[config.mk]
export PLATFORM = sky130hd
export DESIGN_NAME = hcbp_packer
export DESIGN_NICKNAME = d
export VERILOG_FILES = /design/src/design/hcbp_pkg.sv /design/src/design/hcbp_packer.sv
export SDC_FILE = /design/constraint.sdc
export NUM_CORES = 1
export LEC_CHECK = 0
export BUFFER_PORTS_ARGS = -buffer_cell sky130_fd_sc_hd__buf_2
export CAP_MARGIN = 20
export CORE_UTILIZATION = 65
export CTS_BUF_LIST = sky130_fd_sc_hd__clkbuf_2
export DETAILED_ROUTE_END_ITERATION = 10
export PLACE_DENSITY = 0.83
export SYNTH_ARGS = -nofsm -noshare
export SYNTH_HDL_FRONTEND = slang
export SYNTH_SLANG_ARGS = --single-unit
[constraint.sdc]
create_clock -name clk_i -period 13 [get_ports clk_i]
set_input_delay 2.6 -clock clk_i [delete_from_list [all_inputs] [get_ports clk_i]]
set_output_delay 2.6 -clock clk_i [all_outputs]
set_load 0.1 [all_outputs]
[src/design/hcbp_pkg.sv]
// Shared types and constants for the code bit packer.
// Depends on nothing; every other design file but hcbp_ram imports it.
package hcbp_pkg;

  localparam int BYTE_W    = 8;
  localparam int WORD_BITS = 32;
  localparam int LEN_W     = 6;
  localparam int SYM_W     = 8;
  localparam int KIND_W    = 2;
  localparam int MAX_BYTES = 4;
  localparam int NUM_W     = 3;
  localparam int PEND_W    = 7;
  localparam int CNT_W     = 3;
  localparam int IN_DATA_W = 48;
  localparam int STREAM_W  = 40;

  typedef enum logic [KIND_W-1:0] {
    KIND_LOAD   = 2'd0,
    KIND_ENCODE = 2'd1,
    KIND_FLUSH  = 2'd2
  } kind_e;

  // One item after the table lookup, as handed to the packer.
  typedef struct packed {
    logic                 valid;
    kind_e                kind;
    logic                 load_err;
    logic [LEN_W-1:0]     len;
    logic [WORD_BITS-1:0] word;
  } stage_t;

endpackage

[src/design/hcbp_packer.sv]
// Bit accumulator and output byte buffer of the code bit packer.
// Depends on hcbp_pkg.
module hcbp_packer (
  input  logic                        clk_i,
  input  logic                        rst_ni,
  input  hcbp_pkg::stage_t            stage_i,
  output logic                        advance_o,
  output logic                        m_tvalid_o,
  input  logic                        m_tready_i,
  output logic [hcbp_pkg::BYTE_W-1:0] m_tdata_o,
  output logic                        m_tuser_o,
  output logic                        m_tlast_o
);
  import hcbp_pkg::*;

  // Pending bits are kept left aligned: the earliest waiting bit sits in the top bit.
  logic [PEND_W-1:0] pend_q, pend_d;
  logic [CNT_W-1:0]  pcnt_q, pcnt_d;

  logic                   b_valid_q, b_valid_d;
  logic [BYTE_W-1:0]      b_byte_q [MAX_BYTES];
  logic [NUM_W-1:0]       b_num_q;
  logic [1:0]             b_idx_q, b_idx_d;
  logic                   b_err_q;

  logic [WORD_BITS-1:0]   word_al;
  logic [STREAM_W-1:0]    stream;
  logic [LEN_W-1:0]       total;
  logic [NUM_W-1:0]       num;
  logic [BYTE_W-1:0]      bytes [MAX_BYTES];
  logic                   err;
  logic                   b_free;
  logic                   m_accept;
  logic                   load_b;

  assign word_al = stage_i.word << (LEN_W'(WORD_BITS) - stage_i.len);
  assign stream  = {pend_q, {(STREAM_W-PEND_W){1'b0}}}
                 | ({word_al, {BYTE_W{1'b0}}} >> pcnt_q);
  assign total   = LEN_W'(pcnt_q) + stage_i.len;

  always_comb begin
    num    = '0;
    err    = 1'b0;
    pend_d = pend_q;
    pcnt_d = pcnt_q;
    for (int k = 0; k < MAX_BYTES; k++) begin
      bytes[k] = stream[STREAM_W-1-BYTE_W*k -: BYTE_W];
    end
    case (stage_i.kind)
      KIND_LOAD: begin
        num      = NUM_W'(1);
        err      = stage_i.load_err;
        bytes[0] = '0;
      end
      KIND_ENCODE: begin
        num    = total[LEN_W-1:3];
        pcnt_d = total[2:0];
        case (num)
          3'd0:    pend_d = stream[39:33];
          3'd1:    pend_d = stream[31:25];
          3'd2:    pend_d = stream[23:17];
          3'd3:    pend_d = stream[15:9];
          default: pend_d = stream[7:1];
        endcase
      end
      KIND_FLUSH: begin
        num      = (pcnt_q != '0) ? NUM_W'(1) : '0;
        bytes[0] = {pend_q, 1'b0};
        pend_d   = '0;
        pcnt_d   = '0;
      end
      default: begin
        num = '0;
      end
    endcase
  end

  assign m_tvalid_o = b_valid_q;
  assign m_tdata_o  = b_byte_q[b_idx_q];
  assign m_tuser_o  = b_err_q;
  assign m_tlast_o  = ((NUM_W'(b_idx_q) + NUM_W'(1)) == b_num_q);
  assign m_accept   = m_tvalid_o && m_tready_i;

  assign b_free    = !b_valid_q || (m_tready_i && m_tlast_o);
  assign advance_o = stage_i.valid && ((num == '0) || b_free);
  assign load_b    = advance_o && (num != '0);

  always_comb begin
    b_valid_d = b_valid_q;
    b_idx_d   = b_idx_q;
    if (m_accept) begin
      if (m_tlast_o) begin
        b_valid_d = 1'b0;
      end else begin
        b_idx_d = b_idx_q + 2'd1;
      end
    end
    if (load_b) begin
      b_valid_d = 1'b1;
      b_idx_d   = '0;
    end
  end

  always_ff @(posedge clk_i or negedge rst_ni) begin
    if (!rst_ni) begin
      pend_q    <= '0;
      pcnt_q    <= '0;
      b_valid_q <= 1'b0;
      b_idx_q   <= '0;
    end else begin
      if (advance_o) begin
        pend_q <= pend_d;
        pcnt_q <= pcnt_d;
      end
      b_valid_q <= b_valid_d;
      b_idx_q   <= b_idx_d;
    end
  end

  always_ff @(posedge clk_i) begin
    if (load_b) begin
      b_byte_q <= bytes;
      b_num_q  <= num;
      b_err_q  <= err;
    end
  end

endmodule

==> out/qor.csv, run 1 <==
metric,value,unit
Synth Net Count,877,
"Setup Fix Bufs, Post-CTS",0,
Fill cells,834,
GRT Overall Usage,45.3,%
Synth area leader,edfxtp_1,
Final setup viols,0,
crit path kind,input port to primary output,
RSZ-0062 raised after global routing,no,
vias in the first global route,7124,
RR Startpoint,pcnt_q[2],
CP Launch Type,input port,
NumNets Final,881,
worst setup path startpoint,stage_i[32],
Leak,0.00277,uW
port bufs,56,
Area Growth Syn to Fin,4.24,%
"Seq/Total Area, Yosys",19.8,%
flop-to-flop setup slack,8910,ps
R2R Path End,pend_q[5],
"Avg Cell Area, Syn",8.65,um2
worst skew pair latency,440,ps
CTS Buffer Depth,2,
H-tree levels,2,
routed vias,7589,
"Core Util, Final",70.8,%
clock sink total,49,
Post-Synthesis Cell Area,0.00711,mm2
CTS root buffer,clkbuf_2,
Max Cap Violations,0,
Final ANT Viol Nets,0,
WL final,25400,um
First DRT Iteration DRCs,1157,
most common cell in the netlist,nor2_1,
power per standard cell area,174,mW/mm2
fmax,127,MHz
setup TNS,0,ps
Overflow after GRT,0,
Hold WC Path Type,flip-flop to flip-flop,
initial antenna violation count,0,
Synth top area share,15.2,%
synthesized instance count,822,
n_diodes,0,
Yosys cell types,91,
Hold Crit Depth,2,
Total Die Area,0.0114,mm2
status,completed,
crit end category,primary output,
Slew HR,27.5,%
Std-Cell Rows,37,
Residual DRC,0,
cts repair resizes,0,
Vias/cell,7.88,
Final Cycle Share,60.7,%
worst-path fanout max,52,
synth top area cells,"edfxtp_1 15%, mux4_2 13%, mux2i_1 6.9%, dfrtp_1 4.6%, a21oi_1 4.4%",
Die Y,107,um
CP required,10400,ps
core area,0.0105,mm2
Die Width,107,um
Post-synth top cells,"77 x nor2_1, 62 x a21oi_1, 58 x nand2_1",
1st-pass router iterations,7,
Post-synth EDFFs,36,
placed instance count,954,
Finished Layout Cells,963,
"Warnings, synthesis",0,
final setup skew,23.1,ps
routed len/inst,26.3,um
Placer Congestion,1.00,
Worst R2R Path Depth,11,
fraction of layout cells with a size suffix above 1,21.0,%
Clock transition at path regs,250,ps
Boundary Pins,57,
CP endpoint,advance_o,
Synth async-reset ratio,26.5,%
# hold bufs at CTS,0,
first-pass GRT wire length,39600,um
hold slack,584,ps
Slew @ Worst Pin,1090,ps
Detailed Place HPWL,19000,um
largest net degree at the start of global routing,60,
dominant synthesized flop cell,edfxtp_1,
hold_sp,pend_q[2],
critical path arrival,5290,ps
initial core utilization,68.0,%
cts bufs inserted,5,
crit path time final,7890,ps
synthesized flop and latch total,49,
Slew Limit Fails,0,
VDD IR-drop max,165,uV
endpoints failing hold,0,
CTS tree,done,
[through the flow]
step	setup WS (ps)	power (uW)	instance area, um2
floorplan	4930	950	7110
global placement	5180	1140	7320
detailed placement	5140	1160	7320
CTS	5120	1240	7380
global route	4840	1340	7410
finish	5110	1290	7410
[worst max-delay path: stages]
cell and delay (ps):
buf_2 70, buf_4 550, ha_1 300, fa_1 220, a21o_1 120, nand2_1 80
xnor2_1 170, buf_4 200, o41ai_1 320, and2_1 220, buf_2 430
[layout make-up]
type / instances / area [um2] / share of cell area, %
multi-input cells: 681 / 5290 / 71.4
inverters: 19 / 71.3 / 0.962
flip-flops and latches: 49 / 1410 / 19.0
clock inverters: 2 / 33.8 / 0.456
well taps: 136 / 170 / 2.30
clock buffers: 6 / 30.0 / 0.405
repair buffers: 70 / 405 / 5.47
[report_power, final]
part	leakage [uW]	total [uW]	switching (uW)	internal [uW]
Combinational	0.00223	953	651	302
Clock	0.0000406	82.2	49.5	32.7
Sequential	0.000504	253	31.6	222
[flip-flops by register name (all words and copies together) (netlist names)]
signal and cells:
m_tvalid_o 1, pcnt_q 3, pend_q 7, b_byte_q 32
b_num_q 3, m_tuser_o 1, b_idx_q 2
[layout by cell type (no fill, tap or decap), types with 8 or more instances in the layout]
cell type | Yosys | routed
a21o_1 | 9 | 9
mux2_2 | 26 | 26
ha_1 | 9 | 8
nor2b_1 | 14 | 14
buf_4 | 5 | 13
o21ai_0 | 31 | 31
mux2i_1 | 49 | 49
o41ai_1 | 10 | 10
dfrtp_1 | 13 | 12
o211ai_1 | 8 | 8
o21ai_1 | 8 | 8
nand2_1 | 58 | 58
a31oi_1 | 12 | 12
mux4_2 | 40 | 40
o22ai_1 | 13 | 13
nor3_1 | 19 | 19
buf_2 | 19 | 56
a211oi_1 | 26 | 26
and2_1 | 13 | 13
a221oi_1 | 12 | 12
a22oi_1 | 8 | 8
a21oi_1 | 62 | 62
inv_1 | 17 | 17
nand3_1 | 16 | 16
edfxtp_1 | 36 | 36
nor2_1 | 77 | 77
[layer usage]
metal  up-vias  global-route usage [%]  part of all wire [%]
met3       149                    6.02                    11
met1      3490                    55.4                    35
met4         0                    29.3                   7.2
met5         -                       0                     0
li1       3254                       -                     -
met2       696                    75.0                    47
[worst min-delay path by stage]
| stage | end | slack (ps) |
|---|---|---|
| after global routing | pend_q[2] | 600 |
| after floorplan | pend_q[2] | 510 |
| after detailed placement | pend_q[2] | 530 |
| final | pend_q[2] | 580 |
| after global placement | pend_q[2] | 520 |
| after CTS | pend_q[2] | 580 |
[cells by family (layout without fill, tap and decap cells)]
kind of cell	count (synthesis)	count (layout)	synth area share, %
mux	116	116	24.0
flops	49	49	19.8
fa+ha+maj	10	10	1.87
buf+inv	92	97	5.98
simple gates	262	262	18.8
xor+xnor	12	12	1.48
compound gates	281	281	28.0
(Power assumes the default switching activity.)
==> run 2: changes to the inputs <==
Settings changed: CORE_UTILIZATION 65 to 57, PLACE_DENSITY 0.83 to 0.76.
Clock period 13 ns to 6.3 ns, I/O delays scaled along.
==> run 2 against run 1 <==
  * Via count is 0.38% higher
  * Clock power is 51% higher
  * Register-to-register slack worse by 6200 ps
  * Largest cell class unchanged
  * Flip-flop and latch count stayed put
==> out/qor.csv, run 2 (synthesis results as in run 1) <==
metric,value,unit,change
Worst R2R Path Depth,9,,-2
NumNets Final,893,,+1.4%
initial antenna violation count,0,,unchanged
core area,0.0121,mm2,+15%
H-tree levels,2,,unchanged
"most common cell after layout, fill and taps aside",nor2_1,,
Die Width,114,um,+6.7%
CTS tree,done,,
endpoints failing hold,0,,unchanged
Clock transition at path regs,220,ps,-30 ps
vias in the first global route,7241,,+1.6%
crit path time final,5390,ps,
Vias/cell,7.57,,-4.0%
Area Growth Syn to Fin,5.79,%,
VDD IR-drop max,186,uV,+13%
worst-path fanout max,51,,-1.9%
Detailed Place HPWL,20500,um,+7.5%
fmax,185,MHz,
critical path arrival,4130,ps,-1160 ps
routed len/inst,26.8,um,+1.8%
First DRT Iteration DRCs,1193,,+3.1%
Total Die Area,0.0129,mm2,+14%
"Setup Fix Bufs, Post-CTS",0,,unchanged
CP Depth,11,,unchanged
port bufs,56,,unchanged
Boundary Pins,57,,unchanged
setup TNS,0,ps,unchanged
Slew HR,29.0,%,+1.5 points
status,completed,,
Slew @ Worst Pin,1040,ps,-47.2 ps
hold slack,595,ps,+10.0 ps
most flop-heavy register,b_byte_q,,
routed vias,7618,,+0.38%
max incr delay on CP,550,ps,about the same
Max Cap Violations,0,,unchanged
Final setup viols,0,,unchanged
worst skew pair latency,430,ps,about the same
GRT Overall Usage,42.9,%,-2.4 points
clock sink total,49,,unchanged
crit path kind,input port to primary output,,
CP required,5040,ps,-5360 ps
cts repair resizes,0,,unchanged
cts bufs inserted,5,,unchanged
RSZ-0062 raised after global routing,no,,
first-pass GRT wire length,42100,um,+6.3%
final setup skew,19.8,ps,-3.29 ps
Slew Limit Fails,0,,unchanged
Crit path max-delay family,buffers and inverters,,
1st-pass router iterations,6,,-1
WL final,27000,um,+6.4%
CP Buf/Inv Count,4,,unchanged
most frequent cells in the layout,"77 x nor2_1, 62 x a21oi_1, 58 x nand2_1, 56 x buf_2, 49 x mux2i_1",,
initial core utilization,58.9,%,-9.0 points
n_diodes,0,,unchanged
max reg flops,32,,unchanged
Overflow after GRT,0,,unchanged
critical path cell sequence,buf_2 -> buf_4 -> ha_1 -> fa_1 -> a21o_1 -> nand2_1 -> xnor2_1 -> buf_4 -> o41ai_1 -> and2_1 -> buf_2,,
# hold bufs at CTS,0,,unchanged
crit end category,primary output,,
Die Y,114,um,+6.7%
Residual DRC,0,,unchanged
slowest CP cell,buf_4,,
CTS root buffer,clkbuf_2,,
biggest registers after layout,"b_byte_q (32), pend_q (7)",,
CTS Buffer Depth,2,,unchanged
CP Launch Type,input port,,
power per standard cell area,353,mW/mm2,+100%
Hold Crit Depth,2,,unchanged
largest net degree at the start of global routing,59,,-1.7%
fraction of layout cells with a size suffix above 1,22.2,%,+1.1 points
Placer Congestion,1.06,,+6.3%
Std-Cell Rows,40,,+8.1%
Leak,0.00282,uW,+1.7%
Final Cycle Share,85.6,%,
Hold WC Path Type,flip-flop to flip-flop,,
Final ANT Viol Nets,0,,unchanged
run 2: changes by cell type in the layout (fill, tap and decap cells not counted), sizes merged:
cell    change
clkbuf      +2
bufinv      -1
buf        +11
run 2: final timing paths:
path                                  start         to  slack [ps]
worst max-delay path            stage_i[32]  advance_o         910
worst min register to register    pend_q[2]  pend_q[2]         590
max in group asynchronous            rst_ni  pcnt_q[2]        5310
min in group asynchronous            rst_ni  pend_q[1]         700
worst min-delay path              pend_q[2]  pend_q[2]         590
worst max register to register    pcnt_q[0]  pend_q[6]        2680
run 2: final cells by class:
type                    instances  area, um2
flip-flops and latches         49       1410
clock inverters                 1       3.75
inverters                      19       71.3
repair buffers                 82        493
clock buffers                   7       35.0
multi-input cells             681       5300
well taps                     168        210
fillers                      1070       4540
run 2: where the power goes:
group | total [uW] | internal (uW) | switching, uW
Sequential | 525 | 457 | 67.7
Combinational | 2010 | 639 | 1370
Clock | 124 | 29.7 | 94.5
run 2: worst register-to-register path: stages (launching register included):
cell and delay (ps):
dfrtp_1 420, buf_4 430, clkinv_1 550, buf_4 400, o41ai_1 870, mux2_2 330
nand2_1 70, o2111a_1 140, a211oi_1 220, a211oi_1 90
run 2: through the flow:
| stage | worst slack [ps] | cells | cell area, um2 | power, uW | utilization [%] |
|---|---|---|---|---|---|
| 2_1_floorplan | 866 | 822 | 7110 | 1960 | - |
| 3_3_place_gp | 589 | 997 | 7450 | 2410 | 61.8 |
| 3_5_place_dp | 487 | 997 | 7450 | 2440 | 61.8 |
| 4_1_cts | 896 | 1005 | 7490 | 2570 | 62.1 |
| 5_1_grt | 724 | 1007 | 7520 | 2770 | 62.4 |
| 6_report | 906 | 1007 | 7520 | 2650 | 62.4 |
run 2: metal layers:
| metal | up-vias | share of wire [%] | GRT usage (%) |
|---|---|---|---|
| met1 | 3570 | 37 | 52.0 |
| li1 | 3276 | - | - |
| met5 | - | 0 | 0 |
| met3 | 154 | 9.1 | 5.90 |
| met4 | 0 | 7.3 | 27.5 |
| met2 | 618 | 46 | 71.8 |
==> run 3: changes to the inputs <==
Settings changed: GPL_TIMING_DRIVEN from default to 0.
==> run 3 against run 2 <==
  * Largest cell class unchanged
  * Combinational power up 3%
  * Utilization up 1.4 points
  * Highest routed layer unchanged
  * Clock power up 32%
  * Register-to-register slack better by 20 ps
==> out/qor.csv, run 3 (synthesis results as in run 1) <==
metric,value,unit,change
"most common cell after layout, fill and taps aside",nor2_1,,
slowest CP cell,nor4_2,,
Fill cells,1056,,-1.3%
CTS tree,done,,
hold_sp,pend_q[2],,
Residual DRC,0,,unchanged
R2R Path End,pend_q[3],,
n_diodes,0,,unchanged
WL final,29500,um,+9.5%
Vias/cell,7.52,,-0.62%
Placer Congestion,1.09,,+2.2%
worst-path fanout max,10,,-80%
status,completed,,
Detailed Place HPWL,23300,um,+14%
GRT Overall Usage,46.7,%,+3.9 points
vias in the first global route,7708,,+6.4%
crit path kind,input port to flip-flop,,
Slew Limit Fails,0,,unchanged
setup TNS,0,ps,unchanged
Final Cycle Share,93.9,%,+8.3 points
cts repair resizes,0,,unchanged
Worst Hold End,pend_q[2],,
"Core Util, Final",63.7,%,+1.4 points
CP Launch Type,input port,,
endpoints failing hold,0,,unchanged
flop-to-flop setup slack,2700,ps,+20 ps
biggest registers after layout,"b_byte_q (32), pend_q (7)",,
crit path time final,5920,ps,+523 ps
Total Die Area,0.0129,mm2,unchanged
1st-pass router iterations,5,,-1
H-tree levels,2,,unchanged
max incr delay on CP,890,ps,+340 ps
Hold WC Path Type,flip-flop to flip-flop,,
NumNets Final,940,,+5.3%
Worst R2R Path Depth,10,,+1
routed len/inst,28.0,um,+4.6%
Leak,0.00288,uW,+2.3%
critical path arrival,6110,ps,+1980 ps
First DRT Iteration DRCs,1278,,+7.1%
# hold bufs at CTS,0,,unchanged
most flop-heavy register,b_byte_q,,
power per standard cell area,357,mW/mm2,+1.1%
RSZ-0062 raised after global routing,no,,
CTS Buffer Depth,2,,unchanged
clock sink total,49,,unchanged
largest net degree at the start of global routing,22,,-63%
initial antenna violation count,0,,unchanged
Area Growth Syn to Fin,8.10,%,
critical path cell sequence,buf_2 -> buf_4 -> inv_2 -> buf_2 -> ha_1 -> buf_2 -> buf_6 -> buf_2 -> buf_2 -> mux4_2 -> nand2_1 -> a221oi_1 -> nor4_2 -> mux2i_1 -> mux4_2 -> a21oi_1 -> nor2_1,,
Crit path max-delay family,buffers and inverters,,
Die Width,114,um,unchanged
Std-Cell Rows,40,,unchanged
CP Depth,17,,+6
VDD IR-drop max,129,uV,-30%
hold slack,602,ps,+7.99 ps
initial core utilization,58.9,%,unchanged
Die Y,114,um,unchanged
cts bufs inserted,5,,unchanged
CP Buf/Inv Count,8,,+4
Clock transition at path regs,230,ps,about the same
Max Cap Violations,0,,unchanged
CP required,6500,ps,+1460 ps
core area,0.0121,mm2,unchanged
max reg flops,32,,unchanged
CTS root buffer,clkbuf_2,,
cell repeated most along the worst path,buf_2,,
fraction of layout cells with a size suffix above 1,21.0,%,-1.2 points
"Setup Fix Bufs, Post-CTS",0,,unchanged
Slew @ Worst Pin,1180,ps,+145 ps
Overflow after GRT,0,,unchanged
Slew HR,20.5,%,-8.4 points
most frequent cells in the layout,"77 x nor2_1, 73 x buf_2, 62 x a21oi_1, 58 x nand2_1, 49 x mux2i_1",,
Hold Crit Depth,2,,unchanged
Final setup viols,0,,unchanged
RR Startpoint,pcnt_q[1],,
port bufs,54,,-3.6%
routed vias,7924,,+4.0%
final setup skew,32.5,ps,+12.7 ps
fmax,169,MHz,-8.8%
Boundary Pins,57,,unchanged
crit end category,flip-flop,,
worst skew pair latency,450,ps,+20 ps
Final ANT Viol Nets,0,,unchanged
first-pass GRT wire length,45400,um,+8.0%
[run 3: worst register-to-register path, cell delays in order, from the launching register on]
cell,delay [ps]
dfrtp_1,500
clkbuf_1,290
inv_1,130
clkbuf_1,420
clkbuf_1,490
clkbuf_1,510
nand3_1,130
o21ai_0,330
a31oi_1,150
o21ai_0,340
o41a_1,230
[run 3: worst max-delay path by stage]
| stage | from | endpoint |
|---|---|---|
| detailed placement | stage_i[32] | b_byte_q[25] |
| finish | stage_i[32] | b_byte_q[25] |
| global placement | stage_i[32] | b_byte_q[25] |
| CTS | stage_i[32] | b_byte_q[25] |
| global route | stage_i[32] | b_byte_q[25] |
| floorplan | stage_i[32] | b_byte_q[0] |
[run 3: area by class of cell]
cell class	instances	area, um2	area share [%]
multi-input combinational	681	5290	68.8
tap	168	210	2.74
clock inverter	2	33.8	0.440
clock buffer	6	30.0	0.391
inverter	19	71.3	0.928
buffer	73	354	4.61
timing repair buffer	56	290	3.78
sequential	49	1410	18.3
[run 3: power by group]
group	switching [uW]	internal (uW)	total (uW)
Combinational	1450	628	2080
Sequential	47.1	457	504
Clock	95.9	67.6	164
[run 3: through the flow]
step                      setup WS [ps]  cell area, um2  instances  total power (uW)
after floorplan                     866            7110        822              1960
after global placement              235            7590       1044              2460
after detailed placement            150            7620       1045              2500
after CTS                           643            7680       1053              2660
after global routing                369            7680       1054              2850
final                               384            7680       1054              2740
[run 3: per-layer routing]
layer | global-route usage [%] | vias to the layer above | share of wire [%]
met5 | 0 | - | 0
met4 | 41.7 | 0 | 10
met3 | 7.70 | 206 | 9.0
met2 | 76.4 | 657 | 46
met1 | 52.9 | 3683 | 35
li1 | - | 3378 | -
